### src/sv/rln_pkg.sv
package rln_pkg;

    localparam int ROW_CAPACITY = 64;
    localparam int CNT_W        = $clog2(ROW_CAPACITY + 1);
    localparam int ADDR_W       = $clog2(ROW_CAPACITY);
    localparam int DATA_W       = 16;
    localparam int RAM_W        = 3 * DATA_W;

    // row sum and centred element d = n*x - sum
    localparam int SUM_W  = DATA_W + CNT_W;
    localparam int D_W    = SUM_W + 1;
    localparam int SQP_W  = 2 * D_W;
    localparam int SQ_W   = 2 * (D_W - 2) + CNT_W;
    localparam int N3_W   = 3 * CNT_W;

    // variance, root and divider
    localparam int EPS_W    = 16;
    localparam int V_W      = 32;
    localparam int V_SHIFT  = 30;
    localparam int OP_W     = V_W + V_SHIFT;
    localparam int R_W      = OP_W / 2;
    localparam int DEN_W    = CNT_W + R_W;
    localparam int XH_SHIFT = 31;
    localparam int NUM_W    = D_W - 2 + XH_SHIFT + 1;
    localparam int Q_W      = 32;

    // output arithmetic
    localparam int XH_W    = 24;
    localparam int PROD_W  = DATA_W + XH_W;
    localparam int ACC_W   = PROD_W + 1;
    localparam int FRAC_W  = 16;
    localparam int Y_W     = ACC_W - FRAC_W;
    localparam int Y_MAX   = 32767;
    localparam int Y_MIN   = -32768;
    localparam int ROUND_HALF = 32768;

    localparam logic [EPS_W-1:0] EPS_RESET = EPS_W'(1);
    localparam int DRAIN_CYCLES = 3;

    typedef struct packed {
        logic signed [DATA_W-1:0] sample;
        logic signed [DATA_W-1:0] scale;
        logic signed [DATA_W-1:0] shift;
        logic                     row_end;
    } in_item_t;

    typedef struct packed {
        logic signed [DATA_W-1:0] normalized;
        logic                     saturated;
        logic                     truncated;
        logic                     final_res;
    } out_item_t;

    typedef enum logic [3:0] {
        ST_LOAD,
        ST_SSQ,
        ST_DRAIN,
        ST_VSTART,
        ST_VWAIT,
        ST_SQSTART,
        ST_SQWAIT,
        ST_DEN,
        ST_E_RD,
        ST_E_D,
        ST_E_DIV,
        ST_E_WAIT,
        ST_E_MUL,
        ST_E_OUT
    } state_t;

    typedef struct packed {
        logic              load;
        logic              ss_rd;
        logic              el_rd;
        logic [ADDR_W-1:0] rd_addr;
        logic              acc_clr;
        logic              vdiv_start;
        logic              v_load;
        logic              sqrt_start;
        logic              den_load;
        logic              d_load;
        logic              ediv_start;
        logic              prod_load;
        logic              out_load;
        logic              last;
        logic              row_clr;
    } cmd_t;

    typedef struct packed {
        logic [CNT_W-1:0] count;
        logic             div_busy;
        logic             div_done;
        logic             sqrt_done;
        logic             out_free;
    } sts_t;

endpackage

### src/sv/rln_ctrl.sv
module rln_ctrl (
    input  logic          aclk,
    input  logic          aresetn,
    input  logic          s_valid,
    input  logic          row_end,
    output logic          s_ready,
    input  rln_pkg::sts_t sts,
    output rln_pkg::cmd_t cmd
);

    import rln_pkg::*;

    localparam int DRAIN_W = $clog2(DRAIN_CYCLES);

    state_t             state_reg, state_next;
    logic [ADDR_W-1:0]  idx_reg, idx_next;
    logic [DRAIN_W-1:0] drain_reg, drain_next;
    logic               idx_last;

    assign idx_last = (CNT_W'(idx_reg) + CNT_W'(1)) == sts.count;

    always_comb begin
        state_next = state_reg;
        idx_next   = idx_reg;
        drain_next = drain_reg;
        case (state_reg)
            ST_LOAD: begin
                idx_next = '0;
                if (s_valid && row_end) begin
                    state_next = ST_SSQ;
                end
            end
            ST_SSQ: begin
                if (idx_last) begin
                    drain_next = '0;
                    state_next = ST_DRAIN;
                end else begin
                    idx_next = idx_reg + ADDR_W'(1);
                end
            end
            ST_DRAIN: begin
                drain_next = drain_reg + DRAIN_W'(1);
                if (drain_reg == DRAIN_W'(DRAIN_CYCLES - 1)) begin
                    state_next = ST_VSTART;
                end
            end
            ST_VSTART:  state_next = ST_VWAIT;
            ST_VWAIT: begin
                if (sts.div_done) begin
                    state_next = ST_SQSTART;
                end
            end
            ST_SQSTART: state_next = ST_SQWAIT;
            ST_SQWAIT: begin
                if (sts.sqrt_done) begin
                    state_next = ST_DEN;
                end
            end
            ST_DEN: begin
                idx_next   = '0;
                state_next = ST_E_RD;
            end
            ST_E_RD:  state_next = ST_E_D;
            ST_E_D:   state_next = ST_E_DIV;
            ST_E_DIV: state_next = ST_E_WAIT;
            ST_E_WAIT: begin
                if (sts.div_done) begin
                    state_next = ST_E_MUL;
                end
            end
            ST_E_MUL: state_next = ST_E_OUT;
            ST_E_OUT: begin
                if (sts.out_free) begin
                    if (idx_last) begin
                        state_next = ST_LOAD;
                    end else begin
                        idx_next   = idx_reg + ADDR_W'(1);
                        state_next = ST_E_RD;
                    end
                end
            end
            default: state_next = ST_LOAD;
        endcase
    end

    always_comb begin
        cmd         = '0;
        cmd.rd_addr = idx_reg;
        cmd.last    = idx_last;
        s_ready     = 1'b0;
        case (state_reg)
            ST_LOAD: begin
                s_ready     = 1'b1;
                cmd.load    = s_valid;
                cmd.acc_clr = 1'b1;
            end
            ST_SSQ:     cmd.ss_rd      = 1'b1;
            ST_VSTART:  cmd.vdiv_start = 1'b1;
            ST_VWAIT:   cmd.v_load     = sts.div_done;
            ST_SQSTART: cmd.sqrt_start = 1'b1;
            ST_DEN:     cmd.den_load   = 1'b1;
            ST_E_RD:    cmd.el_rd      = 1'b1;
            ST_E_D:     cmd.d_load     = 1'b1;
            ST_E_DIV:   cmd.ediv_start = 1'b1;
            ST_E_MUL:   cmd.prod_load  = 1'b1;
            ST_E_OUT: begin
                cmd.out_load = sts.out_free;
                cmd.row_clr  = sts.out_free && idx_last;
            end
            default: cmd = '0;
        endcase
    end

    always_ff @(posedge aclk) begin
        if (!aresetn) begin
            state_reg <= ST_LOAD;
            idx_reg   <= '0;
            drain_reg <= '0;
        end else begin
            state_reg <= state_next;
            idx_reg   <= idx_next;
            drain_reg <= drain_next;
        end
    end

endmodule

### config.mk
export PLATFORM = sky130hd
export DESIGN_NAME = rln_ctrl
export DESIGN_NICKNAME = d
export VERILOG_FILES = /design/src/sv/rln_pkg.sv /design/src/sv/rln_ctrl.sv
export SDC_FILE = /design/constraint.sdc
export NUM_CORES = 1
export LEC_CHECK = 0
export BUFFER_PORTS_ARGS = -buffer_cell sky130_fd_sc_hd__buf_2
export CORE_UTILIZATION = 55
export CTS_CLUSTER_SIZE = 24
export DETAILED_ROUTE_END_ITERATION = 10
export HOLD_SLACK_MARGIN = 0.1
export PLACE_DENSITY = 0.86
export SKIP_CTS_REPAIR_TIMING = 1
export SYNTH_ARGS = -nofsm -noshare
export SYNTH_HDL_FRONTEND = slang
export SYNTH_SLANG_ARGS = --single-unit
### constraint.sdc
create_clock -name aclk -period 6.05 [get_ports aclk]
set_input_delay 1.21 -clock aclk [delete_from_list [all_inputs] [get_ports aclk]]
set_output_delay 1.21 -clock aclk [all_outputs]
set_load 0.01 [all_outputs]
# After elaboration in Yosys (flattened, before gate mapping)
# Index checks and enable logic that the tools add are counted.
classes:
  addsub: 3
  eq_ne: 22
  n_mux: 29
  n_reduce_logical: 10
op_table:
  columns: ["operator", "count"]
  rows:
  - ["case mux 4 bit (14 select lines)", 1]
  - ["2-to-1 mux 4 bit", 8]
  - ["equality test 4 bit, second input constant", 6]
  - ["2-to-1 mux 6 bit", 3]
  - ["case mux 6 bit (3 select lines)", 1]
  - ["equality test 4 x 3 -> 1 bit, second input constant", 4]
  - ["2-to-1 mux 1 bit", 14]
  - ["inequality test 2 bit, second input constant", 7]
  - ["OR reduction 11 bit", 1]
  - ["equality test 4 x 2 -> 1 bit, second input constant", 2]
  - ["adder 6 x 1 -> 7 bit, second input constant", 1]
  - ["equality test 7 bit", 1]
  - ["AND reduction 7 bit", 1]
  - ["adder 6 x 1 -> 6 bit, second input constant", 1]
  - ["equality test 4 x 1 -> 1 bit, second input constant", 1]
  - ["logical NOT 4 bit", 1]
  - ["case mux 2 bit (2 select lines)", 1]
  - ["AND reduction 2 bit", 2]
  - ["nonzero test 3 bit", 1]
  - ["adder 2 x 1 -> 2 bit, second input constant", 1]
  - ["equality test 2 bit, second input constant", 1]
  - ["logical AND 1 bit", 2]
  - ["2-to-1 mux 2 bit", 1]
  - ["nonzero test 2 bit", 1]
  - ["OR reduction 2 bit", 1]
totals:
  ff_bits: 12
  input_bits: 15
  out_inout_bits: 21
  elab_cells: 67

# Longest topological paths before layout
# Gate-level depths: netlist of the first run.
depth:
  ltp_word: 5
  ltp_mapped: 9
  depth_no_buf: 8

# Worst setup path after synthesis of the first run
# Ideal clock, no wire load.
synth_timing:
  path_type: "input to output"
  from: "input sts[8] (netlist name)"
  to: "output cmd[0] (netlist name)"
  arrival_ps: 2753
  required_time_ps: 4840
  path_slack_ps: 2087
  cell_stages: 7
  path_buffers: 2
  cell_sequence: "or3_1 > a21oi_1 > nor3_1 > or4_1 > buf_2 > buf_6 > nor3_1"
synth_rtl:
  columns: ["element", "line", "source"]
  rows:
  - ["start: declaration", "rln_ctrl.sv:7", "input rln_pkg::sts_t sts,"]
  - ["end: declaration", "rln_ctrl.sv:8", "output rln_pkg::cmd_t cmd"]

==> PnR_summary.wiki, run 1 <==
{| class="wikitable"
! Metric !! Value
|-
| Drt drc || 0
|-
| Number of nets with antenna violations after routing || 0
|-
| Die Outline Area || 2290 sq um
|-
| CTS HTree Levels || 1
|-
| Cell chain of the critical path || buf_2 > or3_1 > a21oi_1 > nor3_1 > or4_1 > nor3_1 > buf_2
|-
| Max FFs per register || 6
|-
| Seq pwr share || 33.7%
|-
| Number of synthesized register bits || 12
|-
| Number of buffers added by the clock tree synthesis step || 3
|-
| Slew margin rel. || 52.9%
|-
| Clock tree from TritonCTS || done
|-
| Cell internal pwr || 210 uW
|-
| Synth top area cells || sky130_fd_sc_hd__dfxtp_1, sky130_fd_sc_hd__a21oi_1, sky130_fd_sc_hd__nand2_1
|-
| Clock Tree Root || sky130_fd_sc_hd__clkbuf_4
|-
| Antenna cells || 0
|-
| Average via count per standard cell || 5.90
|-
| Mux contribution to synthesized area || 4.33%
|-
| Total number of clock tree sinks || 12
|-
| Top library cells by usage in the layout, fill and taps aside || sky130_fd_sc_hd__buf_2, sky130_fd_sc_hd__nand2_1, sky130_fd_sc_hd__nor2_1, sky130_fd_sc_hd__a21oi_1, sky130_fd_sc_hd__dfxtp_1
|-
| Simple-Gate Fraction of Synth Area || 38.2%
|-
| Clock skew || 0.00224 ns
|-
| Initial Utilization || 58.9%
|-
| Accumulated negative setup slack || 0 ns
|-
| Fraction of final layout cells with drive strength greater than 1 || 21.6%
|-
| Number of warnings reported in the yosys synthesis log || 0
|-
| Routed wire length || 2980 um
|-
| Net switching fraction of the power || 47.4%
|-
| Cell type with the largest total area after synthesis || sky130_fd_sc_hd__dfxtp_1
|-
| Complex-gate fraction of the synthesized area || 18.8%
|-
| Synth top area share || 20.8%
|-
| DIE WIDTH || 47.8 um
|-
| Share of the synthesized netlist area taken by xor and xnor gates || 6.82%
|-
| Slowest cell on the critical path || sky130_fd_sc_hd__or4_1
|-
| Max VDD drop || 0.283 mV
|-
| Global placement routability congestion || 0.788
|-
| Actual slew at the worst max-slew pin || 0.706 ns
|-
| Maximum net fanout on the critical path || 14
|-
| Setup repair after global routing missed its margin || false
|-
| Final worst-path cycle share || 71.6%
|-
| Hold Path Origin || drain_reg[1]
|-
| Main combinational cell family by area after synthesis || simple AND/OR/NAND/NOR gates
|-
| Stage delay of the slowest cell on the critical path || 0.81 ns
|-
| Layout filler cell count || 189
|-
| Height of the die || 47.8 um
|-
| Count of buffers from port buffering || 34
|-
| Commonest non-fill, non-tap cell in the layout || sky130_fd_sc_hd__buf_2
|-
| Crit path kind || in2out
|-
| Number of global-route vias before repair || 1,034
|-
| Count of pins over their slew limit || 0
|-
| Part of the power in the clock network || 16.4%
|-
| Max-cap violations || 0
|-
| Total gr overflow || 0
|-
| Pin count of the biggest net entering global routing || 25
|-
| Launch instance of the worst register-to-register path || idx_reg[0]
|-
| Adder-cell share of the synthesized area || 2.16%
|-
| Clock slew at the register clock pins of the worst setup and hold paths || 0.08 ns
|-
| Detailed-routing iteration count for the pre-antenna-repair pass || 4
|-
| Initial detailed-routing violation count || 23
|-
| Path type of the worst min-delay path || reg2reg
|-
| Kind of cell with the highest combined delay on the critical path || simple AND/OR/NAND/NOR gates
|-
| Power density over the cells || 304 nW/um^2
|-
| Bufs on Longest Clock Path || 2
|-
| Global-route wire length before repair || 4350 um
|-
| Worst-Skew Late Latency || 0.28 ns
|-
| Critical path buffers and inverters || 2
|-
| Standby leakage power || 0.000596 uW
|-
| Area inside the core boundary || 1960 sq um
|-
| Sequential cell area fraction in the yosys report || 20.8%
|-
| Setup violations, final || 0
|-
| PnR Total Power || 399 uW
|-
| Max Fclk || 231 MHz
|-
| Portion of total power attributed to combinational logic || 50.0%
|-
| Syn_area_per_cell || 6.88 sq um
|-
| Number of placement rows || 16
|-
| Post-layout minimum cycle time || 4.33 ns
|-
| Number of nets in the synthesized netlist || 185
|-
| Detailed-route wire length per cell || 13.8 um
|-
| Net switching power || 189 uW
|-
| Outcome || finished clean
|-
| Cell count after synthesis || 168
|-
| Data arrival time of the worst path || 3.12 ns
|-
| Mapped cell area || 1160 sq um
|-
| Post-synthesis to final-layout area growth || 13.5%
|-
| Half-perimeter wire length of the detailed placement result || 2140 um
|-
| Synth cell types || 39
|-
| Startpoint Class || primary input
|-
| Boundary Pins || 36
|-
| Vias || 1,280
|-
| Startpoint of the most critical setup path || sts[8]
|-
| Final-report hold violation count || 0
|-
| Number of antenna violations at the first check in global routing || 0
|-
| Worst reg-to-reg setup slack || 3.49 ns
|-
| Type of element capturing the critical path || output port
|-
| Number of nets in the layout || 208
|-
| Critical path data required time || 4.84 ns
|-
| GRT Resource Usage Total || 26.8%
|}
-- synthesized netlist by cell type (all sizes together) --
library cell  number
nand2             17
nand2b             6
a31oi              1
inv                5
nand4b             1
o31ai              3
or2                1
o21ai              9
nand3             10
mux2i              5
a2111oi            2
or4                3
and2               6
o21a               1
and3               5
ha                 2
dfxtp             12
xor2               4
o2bb2a             1
o211ai             1
nor3b              1
nor3               9
a211o              1
buf                8
or4b               1
nand3b             2
nor2              15
o32ai              1
nor2b              2
xnor2              5
clkbuf             8
nand4              2
o2111ai            1
or3                4
a21oi             13
-- routing by layer --
metal | up-vias | track usage, % | wire [um]
li1 | 637 | - | -
met1 | 601 | 33.0 | 1280
met4 | 0 | 9.44 | 36
met5 | - | 0 | 0
met3 | 5 | 4.53 | 109
met2 | 37 | 46.8 | 1550
-- power by group through the flow --
stage	sequential (uW)	clock (uW)	combinational, uW
after global routing	139	70.0	218
after detailed placement	135	0	197
final	134	65.3	199
after CTS	133	65.3	198
after floorplan	101	0	179
after global placement	134	0	187
-- cell families after synthesis --
logic type	after synthesis
compound gates	34
xor+xnor	9
fa+ha+maj	2
buf+inv	21
flops	12
mux	5
simple gates	85
-- stage by stage --
step	hold WS, ns	utilization [%]	instances	instance area (sq um)	setup slack (ns)
detailed placement	0.462	65.1	213	1280	1.75
floorplan	0.435	-	168	1160	2.09
global placement	0.445	65.1	213	1280	1.80
finish	0.474	66.9	217	1310	1.72
global route	0.502	66.9	217	1310	1.58
CTS	0.472	66.9	217	1310	1.73
-- path summary, 6_finish.rpt --
check / endpoint / depth (start not counted)
worst max-delay path: cmd[0] / 7
worst min-delay path: drain_reg[1] / 2
worst max register to register: drain_reg[1] / 7
worst min register to register: drain_reg[1] / 2
-- worst min-delay path, stage by stage, from the launching register on --
cell and delay (ns):
sky130_fd_sc_hd__dfxtp_1 0.32, sky130_fd_sc_hd__nand2_1 0.06, sky130_fd_sc_hd__o31ai_1 0.05
-- area by class of cell --
class / instances / area, sq um / share of cell area (%)
clock buffers: 4 / 36.3 / 2.76
repair buffers: 34 / 170 / 13.0
inverters: 5 / 18.8 / 1.43
flip-flops and latches: 12 / 240 / 18.3
multi-input cells: 135 / 813 / 62.0
well taps: 27 / 33.8 / 2.57
No activity file was read; power rests on OpenSTA's default activity.
==> run 2, diff against run 1 <==
Settings changed: CORE_UTILIZATION 55 to 51, PLACE_DENSITY 0.86 to 0.81.
Clock period 6.05 ns to 4 ns, I/O delays scaled along.
==> PnR_summary.wiki, run 2 (synthesized netlist as in run 1, its figures left out) <==
{| class="wikitable"
! Metric !! Value
|-
| Outcome || finished clean (unchanged)
|-
| Actual slew at the worst max-slew pin || 0.727 ns (was 0.706 ns)
|-
| Bufs on Longest Clock Path || 2 (unchanged)
|-
| Final standard cell utilization of the core || 64.6% (was 66.9%)
|-
| Top library cells by usage in the layout, fill and taps aside || sky130_fd_sc_hd__buf_2, sky130_fd_sc_hd__nand2_1, sky130_fd_sc_hd__nor2_1, sky130_fd_sc_hd__a21oi_1, sky130_fd_sc_hd__dfxtp_1 (unchanged)
|-
| Max Fclk || 289 MHz
|-
| Accumulated negative setup slack || 0 ns (unchanged)
|-
| Worst-Skew Late Latency || 0.28 ns (about the same)
|-
| Setup violations, final || 0 (unchanged)
|-
| Number of global-route vias before repair || 1,189 (was 1,034)
|-
| End of the worst hold path || drain_reg[0] (was drain_reg[1])
|-
| Routed wire length || 3020 um (was 2980 um)
|-
| Vias || 1,303 (was 1,280)
|-
| Power density over the cells || 452 nW/um^2 (was 304 nW/um^2)
|-
| Worst reg-to-reg setup slack || 1.35 ns (was 3.49 ns)
|-
| Average via count per standard cell || 5.98 (was 5.90)
|-
| Crit path kind || reg2out (was in2out)
|-
| Clock Tree Root || sky130_fd_sc_hd__clkbuf_4 (unchanged)
|-
| Antenna cells || 0 (unchanged)
|-
| Pin count of the biggest net entering global routing || 25 (unchanged)
|-
| Detailed-route wire length per cell || 13.9 um (was 13.8 um)
|-
| Final-report hold violation count || 0 (unchanged)
|-
| Slew margin rel. || 51.5% (was 52.9%)
|-
| Height of the die || 49.6 um (was 47.8 um)
|-
| Capture point of the worst reg-to-reg path || drain_reg[1] (unchanged)
|-
| Initial detailed-routing violation count || 27 (was 23)
|-
| Number of antenna violations at the first check in global routing || 0 (unchanged)
|-
| Worst r2r path cells || 8 (was 7)
|-
| Area inside the core boundary || 2040 sq um (was 1960 sq um)
|-
| Global placement routability congestion || 0.791 (was 0.788)
|-
| Max-cap violations || 0 (unchanged)
|-
| Standby leakage power || 0.000601 uW (was 0.000596 uW)
|-
| Max FFs per register || 6 (unchanged)
|-
| Worst hold stages || 2 (unchanged)
|-
| Number of nets in the layout || 209 (was 208)
|-
| Post-layout minimum cycle time || 3.46 ns
|-
| Number of placement rows || 16 (unchanged)
|-
| Launch instance of the worst register-to-register path || idx_reg[0] (unchanged)
|-
| Half-perimeter wire length of the detailed placement result || 2190 um (was 2140 um)
|-
| Final worst-path cycle share || 86.6%
|-
| Fraction of final layout cells with drive strength greater than 1 || 22.0% (was 21.6%)
|-
| Detailed-routing iteration count for the pre-antenna-repair pass || 4 (unchanged)
|-
| Clock skew || 0.00342 ns (was 0.00224 ns)
|-
| Global-route wire length before repair || 5240 um (was 4350 um)
|-
| Data arrival time of the worst path || 2.66 ns (was 3.12 ns)
|-
| Post-synthesis to final-layout area growth || 14.2% (was 13.5%)
|-
| Critical path data required time || 3.20 ns (was 4.84 ns)
|-
| Type of element capturing the critical path || output port (unchanged)
|-
| CTS HTree Levels || 1 (unchanged)
|-
| Drt drc || 0 (unchanged)
|-
| Commonest non-fill, non-tap cell in the layout || sky130_fd_sc_hd__buf_2 (unchanged)
|-
| GRT Resource Usage Total || 26.8% (about the same)
|-
| Clock slew at the register clock pins of the worst setup and hold paths || 0.08 ns (about the same)
|-
| Die Outline Area || 2460 sq um (was 2290 sq um)
|-
| Number of buffers added by the clock tree synthesis step || 3 (unchanged)
|-
| Hold Path Origin || drain_reg[0] (was drain_reg[1])
|-
| Number of nets with antenna violations after routing || 0 (unchanged)
|-
| Total number of clock tree sinks || 12 (unchanged)
|-
| Count of buffers from port buffering || 34 (unchanged)
|-
| Setup repair after global routing missed its margin || false (unchanged)
|-
| Initial Utilization || 56.6% (was 58.9%)
|-
| Clock tree from TritonCTS || done (unchanged)
|-
| Maximum net fanout on the critical path || 9 (was 14)
|-
| Path type of the worst min-delay path || reg2reg (unchanged)
|-
| Boundary Pins || 36 (unchanged)
|-
| Layout filler cell count || 200 (was 189)
|-
| Startpoint Class || flip-flop (was primary input)
|-
| DIE WIDTH || 49.6 um (was 47.8 um)
|-
| Max VDD drop || 0.324 mV (was 0.283 mV)
|-
| Total gr overflow || 0 (unchanged)
|-
| Count of pins over their slew limit || 0 (unchanged)
|}
## run 2: changes by cell type in the layout (fill, tap and decap cells not counted)
cell and delta:
sky130_fd_sc_hd__buf_4 +1
## run 2: worst max-delay path, stage by stage (launching register included)
cell                      delay [ns]
sky130_fd_sc_hd__dfxtp_1        0.44
sky130_fd_sc_hd__ha_1           0.32
sky130_fd_sc_hd__and3_1         0.25
sky130_fd_sc_hd__nand3_1        0.10
sky130_fd_sc_hd__xnor2_1        0.14
sky130_fd_sc_hd__or4_1          0.71
sky130_fd_sc_hd__nor3_1         0.25
sky130_fd_sc_hd__buf_2          0.18
## run 2: worst max-delay path by stage
stage,from,endpoint,depth (start not counted)
2_1_floorplan,sts[8],cmd[0],7
3_3_place_gp,sts[8],cmd[0],7
3_5_place_dp,sts[8],cmd[0],7
4_1_cts,idx_reg[0],cmd[0],7
5_1_grt,idx_reg[0],cmd[0],7
6_report,idx_reg[0],cmd[0],7
## run 2: area by class of cell
class / count / area, sq um / share of cell area [%]
Sequential cell: 12 / 240 / 18.2
Tap cell: 27 / 33.8 / 2.56
Inverter: 5 / 18.8 / 1.42
Multi-Input combinational cell: 135 / 813 / 61.6
Clock buffer: 4 / 36.3 / 2.75
Timing Repair Buffer: 35 / 178 / 13.5
## run 2: through the flow
step / total power [uW] / area (sq um) / hold WS, ns / setup WS, ns / cells
after detailed placement: 495 / 1280 / 0.454 / 0.594 / 214
after global routing: 643 / 1320 / 0.500 / 0.325 / 218
after floorplan: 424 / 1160 / 0.435 / 0.857 / 168
after global placement: 485 / 1280 / 0.447 / 0.655 / 214
after CTS: 594 / 1320 / 0.465 / 0.545 / 218
final: 596 / 1320 / 0.462 / 0.538 / 218
## run 2: metal layers
metal	track usage [%]	wire, um	vias up
met1	33.5	1330	612
met4	6.19	13	0
li1	-	-	640
met5	0	0	-
met3	6.48	192	2
met2	45.7	1480	49
## run 2: power breakdown
group / total (uW) / internal (uW) / switching, uW
clock: 98.6 / 55.4 / 43.2
sequential: 201 / 138 / 63.8
combinational: 296 / 124 / 171
total: 596 / 317 / 279
